==> src/mahd_pkg.sv <==
// Shared types, code constants and lookup tables for the MPEG audio header decoder.
`default_nettype none

package mahd_pkg;

	typedef enum logic [2:0] {
		ST_OK               = 3'd0,
		ST_BAD_VERSION      = 3'd1,
		ST_BAD_LAYER        = 3'd2,
		ST_BAD_BITRATE      = 3'd3,
		ST_FREE_BITRATE     = 3'd4,
		ST_BAD_RATE         = 3'd5,
		ST_BAD_EMPHASIS     = 3'd6,
		ST_MODE_NOT_ALLOWED = 3'd7
	} status_t;

	localparam logic [2:0] ALLOC_A    = 3'd0;
	localparam logic [2:0] ALLOC_B    = 3'd1;
	localparam logic [2:0] ALLOC_C    = 3'd2;
	localparam logic [2:0] ALLOC_D    = 3'd3;
	localparam logic [2:0] ALLOC_LSF  = 3'd4;
	localparam logic [2:0] ALLOC_NONE = 3'd5;

	localparam logic [1:0] VER_MPEG25 = 2'd0;
	localparam logic [1:0] VER_RESVD  = 2'd1;
	localparam logic [1:0] VER_MPEG1  = 2'd3;

	localparam logic [1:0] LAYER_I   = 2'd0;
	localparam logic [1:0] LAYER_II  = 2'd1;
	localparam logic [1:0] LAYER_III = 2'd2;

	localparam logic [1:0] MODE_SINGLE   = 2'd3;
	localparam logic [1:0] EMPH_RESVD    = 2'd2;
	localparam logic [3:0] BR_IDX_BAD    = 4'hF;
	localparam logic [1:0] SR_IDX_BAD    = 2'd3;

	// Widths of the frame length datapath.
	localparam int N_W         = 26;   // coef * kbps * 1000 stays below 2^26
	localparam int Q_W         = 12;   // quotient and frame length
	localparam int RECIP_W     = 14;
	localparam int RECIP_SHIFT = 26;
	localparam int COEF_W      = 18;

	// Truncated reciprocals: floor(2^26 / rate), so the estimate is q or q-1.
	localparam logic [RECIP_W-1:0] RC_8000  = RECIP_W'((1 << RECIP_SHIFT) / 8000);
	localparam logic [RECIP_W-1:0] RC_11025 = RECIP_W'((1 << RECIP_SHIFT) / 11025);
	localparam logic [RECIP_W-1:0] RC_12000 = RECIP_W'((1 << RECIP_SHIFT) / 12000);
	localparam logic [RECIP_W-1:0] RC_16000 = RECIP_W'((1 << RECIP_SHIFT) / 16000);
	localparam logic [RECIP_W-1:0] RC_22050 = RECIP_W'((1 << RECIP_SHIFT) / 22050);
	localparam logic [RECIP_W-1:0] RC_24000 = RECIP_W'((1 << RECIP_SHIFT) / 24000);
	localparam logic [RECIP_W-1:0] RC_32000 = RECIP_W'((1 << RECIP_SHIFT) / 32000);
	localparam logic [RECIP_W-1:0] RC_44100 = RECIP_W'((1 << RECIP_SHIFT) / 44100);
	localparam logic [RECIP_W-1:0] RC_48000 = RECIP_W'((1 << RECIP_SHIFT) / 48000);

	// coef * 1000 per layer
	localparam logic [COEF_W-1:0] COEF_L1     = COEF_W'(12000);
	localparam logic [COEF_W-1:0] COEF_L23    = COEF_W'(144000);
	localparam logic [COEF_W-1:0] COEF_L3_LSF = COEF_W'(72000);

	localparam logic [10:0] SPF_384  = 11'd384;
	localparam logic [10:0] SPF_576  = 11'd576;
	localparam logic [10:0] SPF_1152 = 11'd1152;

	localparam logic [8:0] KBPS_V1 [3][16] = '{
		'{9'd0, 9'd32, 9'd64, 9'd96, 9'd128, 9'd160, 9'd192, 9'd224,
		  9'd256, 9'd288, 9'd320, 9'd352, 9'd384, 9'd416, 9'd448, 9'd0},
		'{9'd0, 9'd32, 9'd48, 9'd56, 9'd64, 9'd80, 9'd96, 9'd112,
		  9'd128, 9'd160, 9'd192, 9'd224, 9'd256, 9'd320, 9'd384, 9'd0},
		'{9'd0, 9'd32, 9'd40, 9'd48, 9'd56, 9'd64, 9'd80, 9'd96,
		  9'd112, 9'd128, 9'd160, 9'd192, 9'd224, 9'd256, 9'd320, 9'd0}
	};

	localparam logic [8:0] KBPS_LSF [3][16] = '{
		'{9'd0, 9'd32, 9'd48, 9'd56, 9'd64, 9'd80, 9'd96, 9'd112,
		  9'd128, 9'd144, 9'd160, 9'd176, 9'd192, 9'd224, 9'd256, 9'd0},
		'{9'd0, 9'd8, 9'd16, 9'd24, 9'd32, 9'd40, 9'd48, 9'd56,
		  9'd64, 9'd80, 9'd96, 9'd112, 9'd128, 9'd144, 9'd160, 9'd0},
		'{9'd0, 9'd8, 9'd16, 9'd24, 9'd32, 9'd40, 9'd48, 9'd56,
		  9'd64, 9'd80, 9'd96, 9'd112, 9'd128, 9'd144, 9'd160, 9'd0}
	};

	// bit0: allowed with two channels, bit1: allowed with a single channel
	localparam logic [1:0] MODE_OK [16] = '{
		2'd3, 2'd2, 2'd2, 2'd2, 2'd3, 2'd2, 2'd3, 2'd3,
		2'd3, 2'd3, 2'd3, 2'd1, 2'd1, 2'd1, 2'd1, 2'd0
	};

	// Decoded header as it travels from the front end to the length pipeline.
	typedef struct packed {
		status_t            status;
		logic [1:0]         version_code;
		logic [1:0]         layer_index;
		logic [8:0]         bitrate_kbps;
		logic [15:0]        sample_rate_hz;
		logic [10:0]        samples_per_frame;
		logic [1:0]         channel_mode;
		logic [1:0]         mode_extension;
		logic [4:0]         header_flags;
		logic [1:0]         emphasis;
		logic [2:0]         alloc_table;
		logic [COEF_W-1:0]  coef_k;
		logic [RECIP_W-1:0] recip;
		logic               slot4;
	} hdr_t;

	function automatic logic [15:0] rate_lookup(input logic [1:0] ver, input logic [1:0] sr);
		logic [15:0] r;
		case ({ver, sr})
			4'b0000: r = 16'd11025;
			4'b0001: r = 16'd12000;
			4'b0010: r = 16'd8000;
			4'b1000: r = 16'd22050;
			4'b1001: r = 16'd24000;
			4'b1010: r = 16'd16000;
			4'b1100: r = 16'd44100;
			4'b1101: r = 16'd48000;
			4'b1110: r = 16'd32000;
			default: r = 16'd0;
		endcase
		return r;
	endfunction

	function automatic logic [RECIP_W-1:0] recip_lookup(input logic [15:0] rate);
		logic [RECIP_W-1:0] rc;
		case (rate)
			16'd8000:  rc = RC_8000;
			16'd11025: rc = RC_11025;
			16'd12000: rc = RC_12000;
			16'd16000: rc = RC_16000;
			16'd22050: rc = RC_22050;
			16'd24000: rc = RC_24000;
			16'd32000: rc = RC_32000;
			16'd44100: rc = RC_44100;
			16'd48000: rc = RC_48000;
			default:   rc = '0;
		endcase
		return rc;
	endfunction

	function automatic logic [2:0] pick_table(input logic [8:0] per_chan,
		input logic [15:0] rate);
		logic [2:0] t;
		case (per_chan)
			9'd32, 9'd48:
				t = (rate == 16'd32000) ? ALLOC_D : ALLOC_C;
			9'd56, 9'd64, 9'd80:
				t = ALLOC_A;
			9'd96, 9'd112, 9'd128, 9'd160, 9'd192:
				t = (rate == 16'd48000) ? ALLOC_A : ALLOC_B;
			default:
				t = ALLOC_NONE;
		endcase
		return t;
	endfunction

endpackage

`default_nettype wire

==> src/mpeg_audio_header_decode.sv <==
// Top level of the MPEG audio frame header decoder.
// Usage:
//   Input channel: header_word with in_valid/in_ready; one word is one frame header,
//   first header byte in bits 31..24. Output channel: one result word per header,
//   fields status .. frame_bytes with out_valid/out_ready.
//   A word is taken at a clock edge where valid and ready are both high.
// Throughput: one header per cycle, sustained, as long as the receiver takes results.
// Path: once its header is accepted, a result passes the queue and then the registered
//   product, quotient estimate, estimate times rate and correction into the output
//   register before it shows on the output.
// The frame length divide is a reciprocal multiply by a table constant for the
//   nine sample rates plus a single compare-and-increment correction.
// Stall: with a result waiting and out_ready low, the length pipeline freezes and the
//   queue in front of it keeps filling; in_ready drops only once the queue is full.
// Reset: arst_n low empties the queue and the pipeline; no result is pending after it.
`default_nettype none

module mpeg_audio_header_decode
	import mahd_pkg::*;
#(
	parameter int QUEUE_DEPTH = 2
) (
	input  wire logic        clk,
	input  wire logic        arst_n,
	input  wire logic        in_valid,
	output logic             in_ready,
	input  wire logic [31:0] header_word,
	output logic             out_valid,
	input  wire logic        out_ready,
	output logic [2:0]       status,
	output logic [1:0]       version_code,
	output logic [1:0]       layer_index,
	output logic [8:0]       bitrate_kbps,
	output logic [15:0]      sample_rate_hz,
	output logic [10:0]      samples_per_frame,
	output logic [1:0]       channel_mode,
	output logic [1:0]       mode_extension,
	output logic [4:0]       header_flags,
	output logic [1:0]       emphasis,
	output logic [2:0]       alloc_table,
	output logic [11:0]      frame_bytes
);

	hdr_t           dec_hdr, q_hdr, res_hdr;
	logic           q_valid, back_ready;
	logic [Q_W-1:0] res_bytes;

	// Decode and check each header as it is offered.
	mahd_front u_front (
		.header_word (header_word),
		.hdr         (dec_hdr)
	);

	// Hold decoded headers while the length pipeline is stalled.
	mahd_queue #(
		.DEPTH (QUEUE_DEPTH)
	) u_queue (
		.clk        (clk),
		.arst_n     (arst_n),
		.push_valid (in_valid),
		.push_ready (in_ready),
		.push_data  (dec_hdr),
		.pop_valid  (q_valid),
		.pop_ready  (back_ready),
		.pop_data   (q_hdr)
	);

	// Compute the frame length and present the result word.
	mahd_back u_back (
		.clk       (clk),
		.arst_n    (arst_n),
		.in_valid  (q_valid),
		.in_ready  (back_ready),
		.in_hdr    (q_hdr),
		.out_valid (out_valid),
		.out_ready (out_ready),
		.out_hdr   (res_hdr),
		.out_bytes (res_bytes)
	);

	// Unpack the result word onto its field ports.
	assign status            = res_hdr.status;
	assign version_code      = res_hdr.version_code;
	assign layer_index       = res_hdr.layer_index;
	assign bitrate_kbps      = res_hdr.bitrate_kbps;
	assign sample_rate_hz    = res_hdr.sample_rate_hz;
	assign samples_per_frame = res_hdr.samples_per_frame;
	assign channel_mode      = res_hdr.channel_mode;
	assign mode_extension    = res_hdr.mode_extension;
	assign header_flags      = res_hdr.header_flags;
	assign emphasis          = res_hdr.emphasis;
	assign alloc_table       = res_hdr.alloc_table;
	assign frame_bytes       = res_bytes;

endmodule

`default_nettype wire

==> src/mahd_front.sv <==
// Front end: splits a header word into fields, checks it and looks up its tables.
`default_nettype none

module mahd_front
	import mahd_pkg::*;
(
	input  wire logic [31:0] header_word,
	output hdr_t             hdr
);

	logic [1:0] ver, lay_code, sr, mode, mext, emph, lay;
	logic [3:0] br;
	logic       pad, priv, copy, orig, crc, lsf, single;
	logic [8:0] kbps, per_chan;
	logic [15:0] rate;
	status_t    status;
	logic [2:0] alloc;
	hdr_t       full;

	always_comb begin
		ver      = header_word[20:19];
		lay_code = header_word[18:17];
		crc      = ~header_word[16];
		br       = header_word[15:12];
		sr       = header_word[11:10];
		pad      = header_word[9];
		priv     = header_word[8];
		mode     = header_word[7:6];
		mext     = header_word[5:4];
		copy     = header_word[3];
		orig     = header_word[2];
		emph     = header_word[1:0];
		lsf      = (ver != VER_MPEG1);
		single   = (mode == MODE_SINGLE);
		lay      = (lay_code == 2'd0) ? LAYER_I : 2'd3 - lay_code;
		kbps     = lsf ? KBPS_LSF[lay][br] : KBPS_V1[lay][br];
		rate     = rate_lookup(ver, sr);
		per_chan = single ? kbps : {1'b0, kbps[8:1]};
	end

	// Checks run in status order; the first failure wins.
	always_comb begin
		status = ST_OK;
		alloc  = ALLOC_NONE;
		if (ver == VER_RESVD) begin
			status = ST_BAD_VERSION;
		end else if (lay_code == 2'd0) begin
			status = ST_BAD_LAYER;
		end else if (br == BR_IDX_BAD) begin
			status = ST_BAD_BITRATE;
		end else if (kbps == 9'd0) begin
			status = ST_FREE_BITRATE;
		end else if (sr == SR_IDX_BAD) begin
			status = ST_BAD_RATE;
		end else if (emph == EMPH_RESVD) begin
			status = ST_BAD_EMPHASIS;
		end else if (lay == LAYER_II && !lsf) begin
			if (!MODE_OK[br][single]) begin
				status = ST_MODE_NOT_ALLOWED;
			end else begin
				alloc = pick_table(per_chan, rate);
			end
		end else if (lay == LAYER_II) begin
			alloc = ALLOC_LSF;
		end
	end

	always_comb begin
		full.status            = status;
		full.version_code      = ver;
		full.layer_index       = lay;
		full.bitrate_kbps      = kbps;
		full.sample_rate_hz    = rate;
		full.channel_mode      = mode;
		full.mode_extension    = mext;
		full.header_flags      = {orig, copy, priv, pad, crc};
		full.emphasis          = emph;
		full.alloc_table       = alloc;
		full.recip             = recip_lookup(rate);
		full.slot4             = (lay == LAYER_I);
		case (lay)
			LAYER_I: begin
				full.coef_k            = COEF_L1;
				full.samples_per_frame = SPF_384;
			end
			LAYER_II: begin
				full.coef_k            = COEF_L23;
				full.samples_per_frame = SPF_1152;
			end
			default: begin
				full.coef_k            = lsf ? COEF_L3_LSF : COEF_L23;
				full.samples_per_frame = lsf ? SPF_576 : SPF_1152;
			end
		endcase
		// Zero every field of a rejected header but its status.
		if (status != ST_OK) begin
			hdr        = '0;
			hdr.status = status;
		end else begin
			hdr = full;
		end
	end

endmodule

`default_nettype wire

==> src/mahd_queue.sv <==
// Short FIFO of decoded headers between the front end and the length pipeline.
`default_nettype none

module mahd_queue
	import mahd_pkg::*;
#(
	parameter int DEPTH = 2
) (
	input  wire logic clk,
	input  wire logic arst_n,
	input  wire logic push_valid,
	output logic      push_ready,
	input  wire hdr_t push_data,
	output logic      pop_valid,
	input  wire logic pop_ready,
	output hdr_t      pop_data
);

	localparam int PTR_W = $clog2(DEPTH);
	localparam int CNT_W = $clog2(DEPTH + 1);

	hdr_t             mem_q [DEPTH];
	logic [PTR_W-1:0] wr_ptr_q, rd_ptr_q;
	logic [CNT_W-1:0] count_q;
	logic             push, pop;

	assign push_ready = (count_q != CNT_W'(DEPTH));
	assign pop_valid  = (count_q != '0);
	assign push       = push_valid && push_ready;
	assign pop        = pop_valid && pop_ready;
	assign pop_data   = mem_q[rd_ptr_q];

	always_ff @(posedge clk or negedge arst_n) begin
		if (!arst_n) begin
			wr_ptr_q <= '0;
			rd_ptr_q <= '0;
			count_q  <= '0;
		end else begin
			if (push) begin
				wr_ptr_q <= (wr_ptr_q == PTR_W'(DEPTH - 1)) ? '0 : wr_ptr_q + 1'b1;
			end
			if (pop) begin
				rd_ptr_q <= (rd_ptr_q == PTR_W'(DEPTH - 1)) ? '0 : rd_ptr_q + 1'b1;
			end
			if (push && !pop) begin
				count_q <= count_q + 1'b1;
			end else if (pop && !push) begin
				count_q <= count_q - 1'b1;
			end
		end
	end

	always_ff @(posedge clk) begin
		if (push) begin
			mem_q[wr_ptr_q] <= push_data;
		end
	end

endmodule

`default_nettype wire

==> src/mahd_back.sv <==
// Back end: frame length by reciprocal multiply and correction, with the output register.
`default_nettype none

module mahd_back
	import mahd_pkg::*;
(
	input  wire logic    clk,
	input  wire logic    arst_n,
	input  wire logic    in_valid,
	output logic         in_ready,
	input  wire hdr_t    in_hdr,
	output logic         out_valid,
	input  wire logic    out_ready,
	output hdr_t         out_hdr,
	output logic [Q_W-1:0] out_bytes
);

	logic                     en;
	logic                     v_s1, v_s2, v_s3, v_q;
	hdr_t                     hdr_s1, hdr_s2, hdr_s3, hdr_q;
	logic [N_W-1:0]           n_s1, n_s2, n_s3;
	logic [Q_W-1:0]           qe_s2, qe_s3, bytes_q;
	logic [N_W+2-1:0]         pr_s3;
	logic [N_W+RECIP_W-1:0]   prod;
	logic [N_W+COEF_W-1:0]    nfull;
	logic [N_W+2-1:0]         rem;
	logic [Q_W-1:0]           q, qp, bytes;

	// Advance the whole pipeline unless the output word is stalled.
	assign en        = !v_q || out_ready;
	assign in_ready  = en;
	assign out_valid = v_q;
	assign out_hdr   = hdr_q;
	assign out_bytes = bytes_q;

	always_comb begin
		nfull = (N_W + COEF_W)'(in_hdr.bitrate_kbps) * (N_W + COEF_W)'(in_hdr.coef_k);
		prod  = (N_W + RECIP_W)'(n_s1) * (N_W + RECIP_W)'(hdr_s1.recip);
		rem   = {2'b00, n_s3} - pr_s3;
		q     = qe_s3 + Q_W'(rem >= (N_W + 2)'(hdr_s3.sample_rate_hz));
		qp    = q + Q_W'(hdr_s3.header_flags[1]);
		bytes = hdr_s3.slot4 ? {qp[Q_W-3:0], 2'b00} : qp;
		if (hdr_s3.status != ST_OK) begin
			bytes = '0;
		end
	end

	always_ff @(posedge clk or negedge arst_n) begin
		if (!arst_n) begin
			v_s1 <= 1'b0;
			v_s2 <= 1'b0;
			v_s3 <= 1'b0;
			v_q  <= 1'b0;
		end else if (en) begin
			v_s1 <= in_valid;
			v_s2 <= v_s1;
			v_s3 <= v_s2;
			v_q  <= v_s3;
		end
	end

	always_ff @(posedge clk) begin
		if (en) begin
			hdr_s1  <= in_hdr;
			n_s1    <= nfull[N_W-1:0];
			hdr_s2  <= hdr_s1;
			n_s2    <= n_s1;
			qe_s2   <= prod[RECIP_SHIFT +: Q_W];
			hdr_s3  <= hdr_s2;
			n_s3    <= n_s2;
			qe_s3   <= qe_s2;
			pr_s3   <= (N_W + 2)'(qe_s2) * (N_W + 2)'(hdr_s2.sample_rate_hz);
			hdr_q   <= hdr_s3;
			bytes_q <= bytes;
		end
	end

endmodule

`default_nettype wire
==> config.mk <==
export PLATFORM = sky130hd
export DESIGN_NAME = mpeg_audio_header_decode
export DESIGN_NICKNAME = d
export VERILOG_FILES = /design/src/mahd_pkg.sv /design/src/mpeg_audio_header_decode.sv /design/src/mahd_front.sv /design/src/mahd_queue.sv /design/src/mahd_back.sv
export SDC_FILE = /design/constraint.sdc
export NUM_CORES = 2
export LEC_CHECK = 0
export BUFFER_PORTS_ARGS = -buffer_cell sky130_fd_sc_hd__buf_2
export CAP_MARGIN = 20
export CORE_MARGIN = 3
export CORE_UTILIZATION = 65
export DETAILED_ROUTE_END_ITERATION = 6
export GPL_TIMING_DRIVEN = 0
export PLACE_DENSITY_LB_ADDON = 0.25
export REMOVE_ABC_BUFFERS = 1
export SLEW_MARGIN = 20
export SYNTH_ARGS = -nofsm -noshare
export SYNTH_HDL_FRONTEND = slang
export SYNTH_SLANG_ARGS = --single-unit
==> constraint.sdc <==
create_clock -name clk -period 16.4 [get_ports clk]
set_input_delay 1.64 -clock clk [delete_from_list [all_inputs] [get_ports clk]]
set_output_delay 1.64 -clock clk [all_outputs]
set_load 0.02 [all_outputs]
==> impl_results.html <==
<table>
<tr><th>Metric</th><th>Value</th></tr>
<tr><th colspan="2">Drt</th></tr>
<tr><td>Final Routed Wirelength</td><td>roughly 70000 um</td></tr>
<tr><td>Number of vias per cell</td><td>~5.7</td></tr>
<tr><td>Iteration-0 DRC Markers</td><td>1258</td></tr>
<tr><td>Routed wire per std cell</td><td>roughly 18 um</td></tr>
<tr><td>Number of iterations in the first detailed-routing pass</td><td>5</td></tr>
<tr><td>Detail Route Antenna Nets</td><td>0</td></tr>
<tr><td>Via count</td><td>between 20000 and 25000</td></tr>
<tr><td>Number of remaining DRC errors</td><td>0</td></tr>
<tr><th colspan="2">Placement</th></tr>
<tr><td>Half-perimeter wire length after placement</td><td>50800 um</td></tr>
<tr><td>Total of buffers placed on input and output ports</td><td>85</td></tr>
<tr><td>Post-DP Area</td><td>roughly 0.036 mm2</td></tr>
<tr><td>Global placement routability congestion</td><td>0.9011</td></tr>
<tr><th colspan="2">Floorplanning</th></tr>
<tr><td>Starting density of the core</td><td>between 60% and 70%</td></tr>
<tr><td>Die Area</td><td>around 0.056 mm2</td></tr>
<tr><td>Floorplan die width</td><td>about 240 um</td></tr>
<tr><td>Die height</td><td>236.0 um</td></tr>
<tr><td>Core area</td><td>between 0.05 and 0.06 mm2</td></tr>
<tr><td>Total I/O pin count</td><td>107</td></tr>
<tr><td>FP Rows</td><td>83</td></tr>
<tr><th colspan="2">Logic synthesis</th></tr>
<tr><td>Syn Area/Cell</td><td>approximately 11 um2</td></tr>
<tr><td>Post-Syn Area</td><td>between 0.03 and 0.04 mm2</td></tr>
<tr><td>Area fraction in compound gates after synthesis</td><td>6.100%</td></tr>
<tr><td>Number of enable flip-flop cells after synthesis</td><td>434</td></tr>
<tr><td>Multiplexer share of the synthesized area</td><td>2.406%</td></tr>
<tr><td>Gate Count Post-Synth</td><td>around 3000</td></tr>
<tr><td>Fraction of the yosys area taken by sequential cells</td><td>between 30% and 40%</td></tr>
<tr><td>Simple-gate share of the synthesized area</td><td>11.78%</td></tr>
<tr><td>Number of storage elements in the synthesis netlist</td><td>442</td></tr>
<tr><td>Count of different cell masters after synthesis</td><td>90</td></tr>
<tr><td>Adder-cell share of the synthesized area</td><td>31.72%</td></tr>
<tr><td>Top-area cell type share of the netlist area</td><td>37.91%</td></tr>
<tr><td>Post-synth top area cell</td><td>sky130_fd_sc_hd__edfxtp_1</td></tr>
<tr><td>Xor/xnor cell area share of the yosys netlist</td><td>roughly 2.0%</td></tr>
<tr><td>Top post-synthesis cells by area</td><td>sky130_fd_sc_hd__edfxtp_1 (38%), sky130_fd_sc_hd__fa_1 (23%), sky130_fd_sc_hd__ha_1 (9.1%)</td></tr>
<tr><td>Fraction of registers with async set or reset after synthesis</td><td>~1.8%</td></tr>
<tr><td>Dominant register cell in the synthesized netlist</td><td>sky130_fd_sc_hd__edfxtp_1</td></tr>
<tr><td>Synthesis Warnings</td><td>0</td></tr>
<tr><td>Largest family of logic cells by synthesized area</td><td>adder cells</td></tr>
<tr><th colspan="2">Finish</th></tr>
<tr><td>Synthesis-to-layout area growth</td><td>7.810%</td></tr>
<tr><td>Most used cells in the layout excluding fill and tap cells</td><td>sky130_fd_sc_hd__inv_1 (532), sky130_fd_sc_hd__edfxtp_1 (434), sky130_fd_sc_hd__fa_1 (388), sky130_fd_sc_hd__nand2_1 (327), sky130_fd_sc_hd__ha_1 (250)</td></tr>
<tr><td>Most common library cell in the layout ignoring fill and taps</td><td>sky130_fd_sc_hd__inv_1</td></tr>
<tr><td>Fraction of the core area covered by cells at the end of the flow</td><td>a little under three quarters</td></tr>
<tr><td>Fraction of final layout cells sized beyond drive strength 1</td><td>between 7 and 8%</td></tr>
<tr><td>Ant diodes</td><td>0</td></tr>
<tr><td>Non-Filler Cell Area, Final</td><td>around 0.037 mm2</td></tr>
<tr><td>Final net count</td><td>3784</td></tr>
<tr><th colspan="2">Hold path</th></tr>
<tr><td>Worst hold path type</td><td>flip-flop to flip-flop</td></tr>
<tr><td>Startpoint of the worst hold path</td><td>u_back.hdr_s1[72]</td></tr>
<tr><th colspan="2">Critical path</th></tr>
<tr><td>Maximum single-stage delay on the critical path</td><td>0.73 ns</td></tr>
<tr><td>Worst path arrival time</td><td>roughly 7.5 ns</td></tr>
<tr><td>Setup Crit Path Kind</td><td>flip-flop to flip-flop</td></tr>
<tr><td>Critical path data required time</td><td>16.71 ns</td></tr>
<tr><td>Master of the slowest instance on the critical path</td><td>sky130_fd_sc_hd__edfxtp_1</td></tr>
<tr><td>Cells along the critical path</td><td>and2_1 -&gt; fa_1 -&gt; inv_1 -&gt; fa_1 -&gt; inv_1 -&gt; fa_1 -&gt; inv_1 -&gt; fa_1 -&gt; inv_1 -&gt; fa_1 -&gt; inv_1 -&gt; fa_1 -&gt; inv_1 -&gt; ha_1 -&gt; o21a_1 -&gt; o21a_1 -&gt; o21ai_0 -&gt; nor4_2 -&gt; nor2_1 -&gt; a2111oi_0 -&gt; nor2_1 -&gt; a211o_1 -&gt; xnor2_1</td></tr>
<tr><td>Reg-to-reg startpoint</td><td>u_back.hdr_s1[5]</td></tr>
<tr><td>Start point of the critical path</td><td>u_back.hdr_s1[5]</td></tr>
<tr><td>CP Max Fanout</td><td>18</td></tr>
<tr><td>Worst Setup End Kind</td><td>flip-flop</td></tr>
<tr><td>Crit path launch type</td><td>flip-flop</td></tr>
<tr><th colspan="2">Timing</th></tr>
<tr><td>Unrepaired setup endpoints after global routing</td><td>false</td></tr>
<tr><td>Slew Limit Fails</td><td>0</td></tr>
<tr><td>Maximum clock skew at final layout</td><td>0.04299 ns</td></tr>
<tr><td>Time the worst path needs with I/O delays and setup</td><td>7.180 ns</td></tr>
<tr><td>Setup TNS Final</td><td>0 ns</td></tr>
<tr><td>Relative max-transition margin</td><td>33.39%</td></tr>
<tr><td>Final setup violation count</td><td>0</td></tr>
<tr><td>Slew at the pin with the worst max-slew slack</td><td>~1 ns</td></tr>
<tr><td>Fmax achieved</td><td>between 0.1 and 0.15 GHz</td></tr>
<tr><td>Period utilisation layout</td><td>around 44%</td></tr>
<tr><td>Hold violation count in the final report</td><td>0</td></tr>
<tr><th colspan="2">Global route</th></tr>
<tr><td>Congestion Overflow GR</td><td>0</td></tr>
<tr><td>Initial antenna violation count</td><td>1</td></tr>
<tr><td>Pin count of the biggest net entering global routing</td><td>63</td></tr>
<tr><td>Number of global-route vias before repair</td><td>23506</td></tr>
<tr><td>Wire length of the first global-routing pass</td><td>between 100000 and 150000 um</td></tr>
<tr><td>All-layer global routing usage</td><td>25.68%</td></tr>
<tr><th colspan="2">CTS</th></tr>
<tr><td>Insertion delay to the later sink of the worst-skew pair</td><td>0.61 ns</td></tr>
<tr><td>Number of sinks driven by the clock tree</td><td>around 440</td></tr>
<tr><td>Number of hold buffers added after CTS</td><td>0</td></tr>
<tr><td>Clk Tree Root Cell</td><td>sky130_fd_sc_hd__clkbuf_16</td></tr>
<tr><td>Number of H-tree levels</td><td>2</td></tr>
<tr><td>Maximum buffer depth of the clock tree</td><td>3</td></tr>
<tr><td>Clock-pin slew of the registers on the worst-case setup and hold paths</td><td>about 0.060 ns</td></tr>
<tr><td>Number of clock buffers inserted by TritonCTS</td><td>47</td></tr>
<tr><td>Clock tree from TritonCTS</td><td>built</td></tr>
<tr><td>Post-CTS setup buffers</td><td>0</td></tr>
<tr><td>Count of cells resized by post-cts repair</td><td>0</td></tr>
<tr><th colspan="2">Run status</th></tr>
<tr><td>Outcome</td><td>complete, no violations</td></tr>
<tr><th colspan="2">Run</th></tr>
<tr><td>Count of max-cap constraint violations</td><td>0</td></tr>
</table>
[registers in the layout (all words and copies together) (netlist names), 2 cells and up]
signal,count
u_back.qe_s2,12
u_back.n_s2,18
u_back.hdr_s2,45
u_back.hdr_s3,45
u_back.pr_s3,28
u_back.n_s3,18
u_back.out_bytes,12
u_queue.mem_q,122
u_back.n_s1,18
u_back.out_hdr,45
u_queue.count_q,2
u_back.qe_s3,12
u_back.hdr_s1,59
[path summary, 6_finish.rpt]
check | to | slack [ns] | cells after the start
max reg2reg | u_back.qe_s2[11] | 9.22 | 23
min | u_back.hdr_s2[72] | 0.41 | 0
min reg2reg | u_back.hdr_s2[72] | 0.41 | 0
max in group asynchronous | u_queue.rd_ptr_q | 15.36 | 1
min in group asynchronous | u_back.out_valid | 0.86 | 1
max | u_back.qe_s2[11] | 9.22 | 23
[metal layers]
metal	share of wire (%)	global-route usage, %	vias to the layer above	routed length, um
li1	-	-	10027	-
met2	50	44.32	697	34930
met4	3.6	9.753	2	2527
met3	5.5	3.765	202	3811
met5	0.022	0	-	15
met1	41	33.15	10875	28280
[area by class of cell]
cell class                 count  area (um2)
clock buffer                  57        1214
clock inverter                27       297.8
fill                        3542       14760
inverter                     532        1997
multi-input combinational   1992       18800
sequential                   442       13240
tap                          680       850.8
timing repair buffer          95       665.6
[through the flow]
stage	hold slack [ns]	setup WS [ns]	cells
after floorplan	0.4003	4.352	2966
after global placement	0.4010	1.086	3731
after detailed placement	0.4045	9.252	3740
after CTS	0.4080	9.208	3824
after global routing	0.4210	8.891	3825
final	0.4145	9.220	3825
[worst max-delay path: cells and delay by family, from the launching register on]
family / cells / cell delay, ns
adders and majority gates: 7 / 3.38
AOI/OAI and AO/OA: 5 / 1.20
and+or+nand+nor: 4 / 1.12
DFF: 1 / 0.73
buffers and inverters: 6 / 0.32
xor gates and xnor gates: 1 / 0.13
[logic make-up after synthesis]
| family | count (synthesis) |
|---|---|
| adder cells (fa/ha/maj) | 639 |
| multiplexers | 76 |
| AO/OA/AOI/OAI | 320 |
| flip-flops | 442 |
| buffers and inverters | 654 |
| other | 2 |
| XOR/XNOR | 79 |
| AND/OR/NAND/NOR | 822 |
[synth_stat cells, types with 6 or more instances]
master and n:
sky130_fd_sc_hd__mux2_2 53, sky130_fd_sc_hd__ha_1 250, sky130_fd_sc_hd__a31oi_1 23, sky130_fd_sc_hd__dfrtp_1 8, sky130_fd_sc_hd__nand4_1 9, sky130_fd_sc_hd__mux2i_1 23
sky130_fd_sc_hd__inv_1 532, sky130_fd_sc_hd__nand3_1 25, sky130_fd_sc_hd__buf_2 14, sky130_fd_sc_hd__xnor2_1 61, sky130_fd_sc_hd__a2111oi_0 7, sky130_fd_sc_hd__nor2b_1 18
sky130_fd_sc_hd__a21oi_1 90, sky130_fd_sc_hd__fa_1 388, sky130_fd_sc_hd__and3_1 31, sky130_fd_sc_hd__clkbuf_1 81, sky130_fd_sc_hd__nor3b_1 6, sky130_fd_sc_hd__nor2_1 119
sky130_fd_sc_hd__nand2_1 327, sky130_fd_sc_hd__and2_1 187, sky130_fd_sc_hd__nand3b_1 7, sky130_fd_sc_hd__a21o_1 27, sky130_fd_sc_hd__o21a_1 11, sky130_fd_sc_hd__o21ai_0 67
sky130_fd_sc_hd__o21bai_1 9, sky130_fd_sc_hd__buf_4 15, sky130_fd_sc_hd__edfxtp_1 434, sky130_fd_sc_hd__xor2_1 18, sky130_fd_sc_hd__or3_1 9, sky130_fd_sc_hd__a211oi_1 12
sky130_fd_sc_hd__buf_1 7, sky130_fd_sc_hd__nor3_1 35, sky130_fd_sc_hd__nand2b_1 18
Power is left out: the tool's default activity adds up to more than one toggle a clock period on the data nets, which glitch-free logic cannot reach.
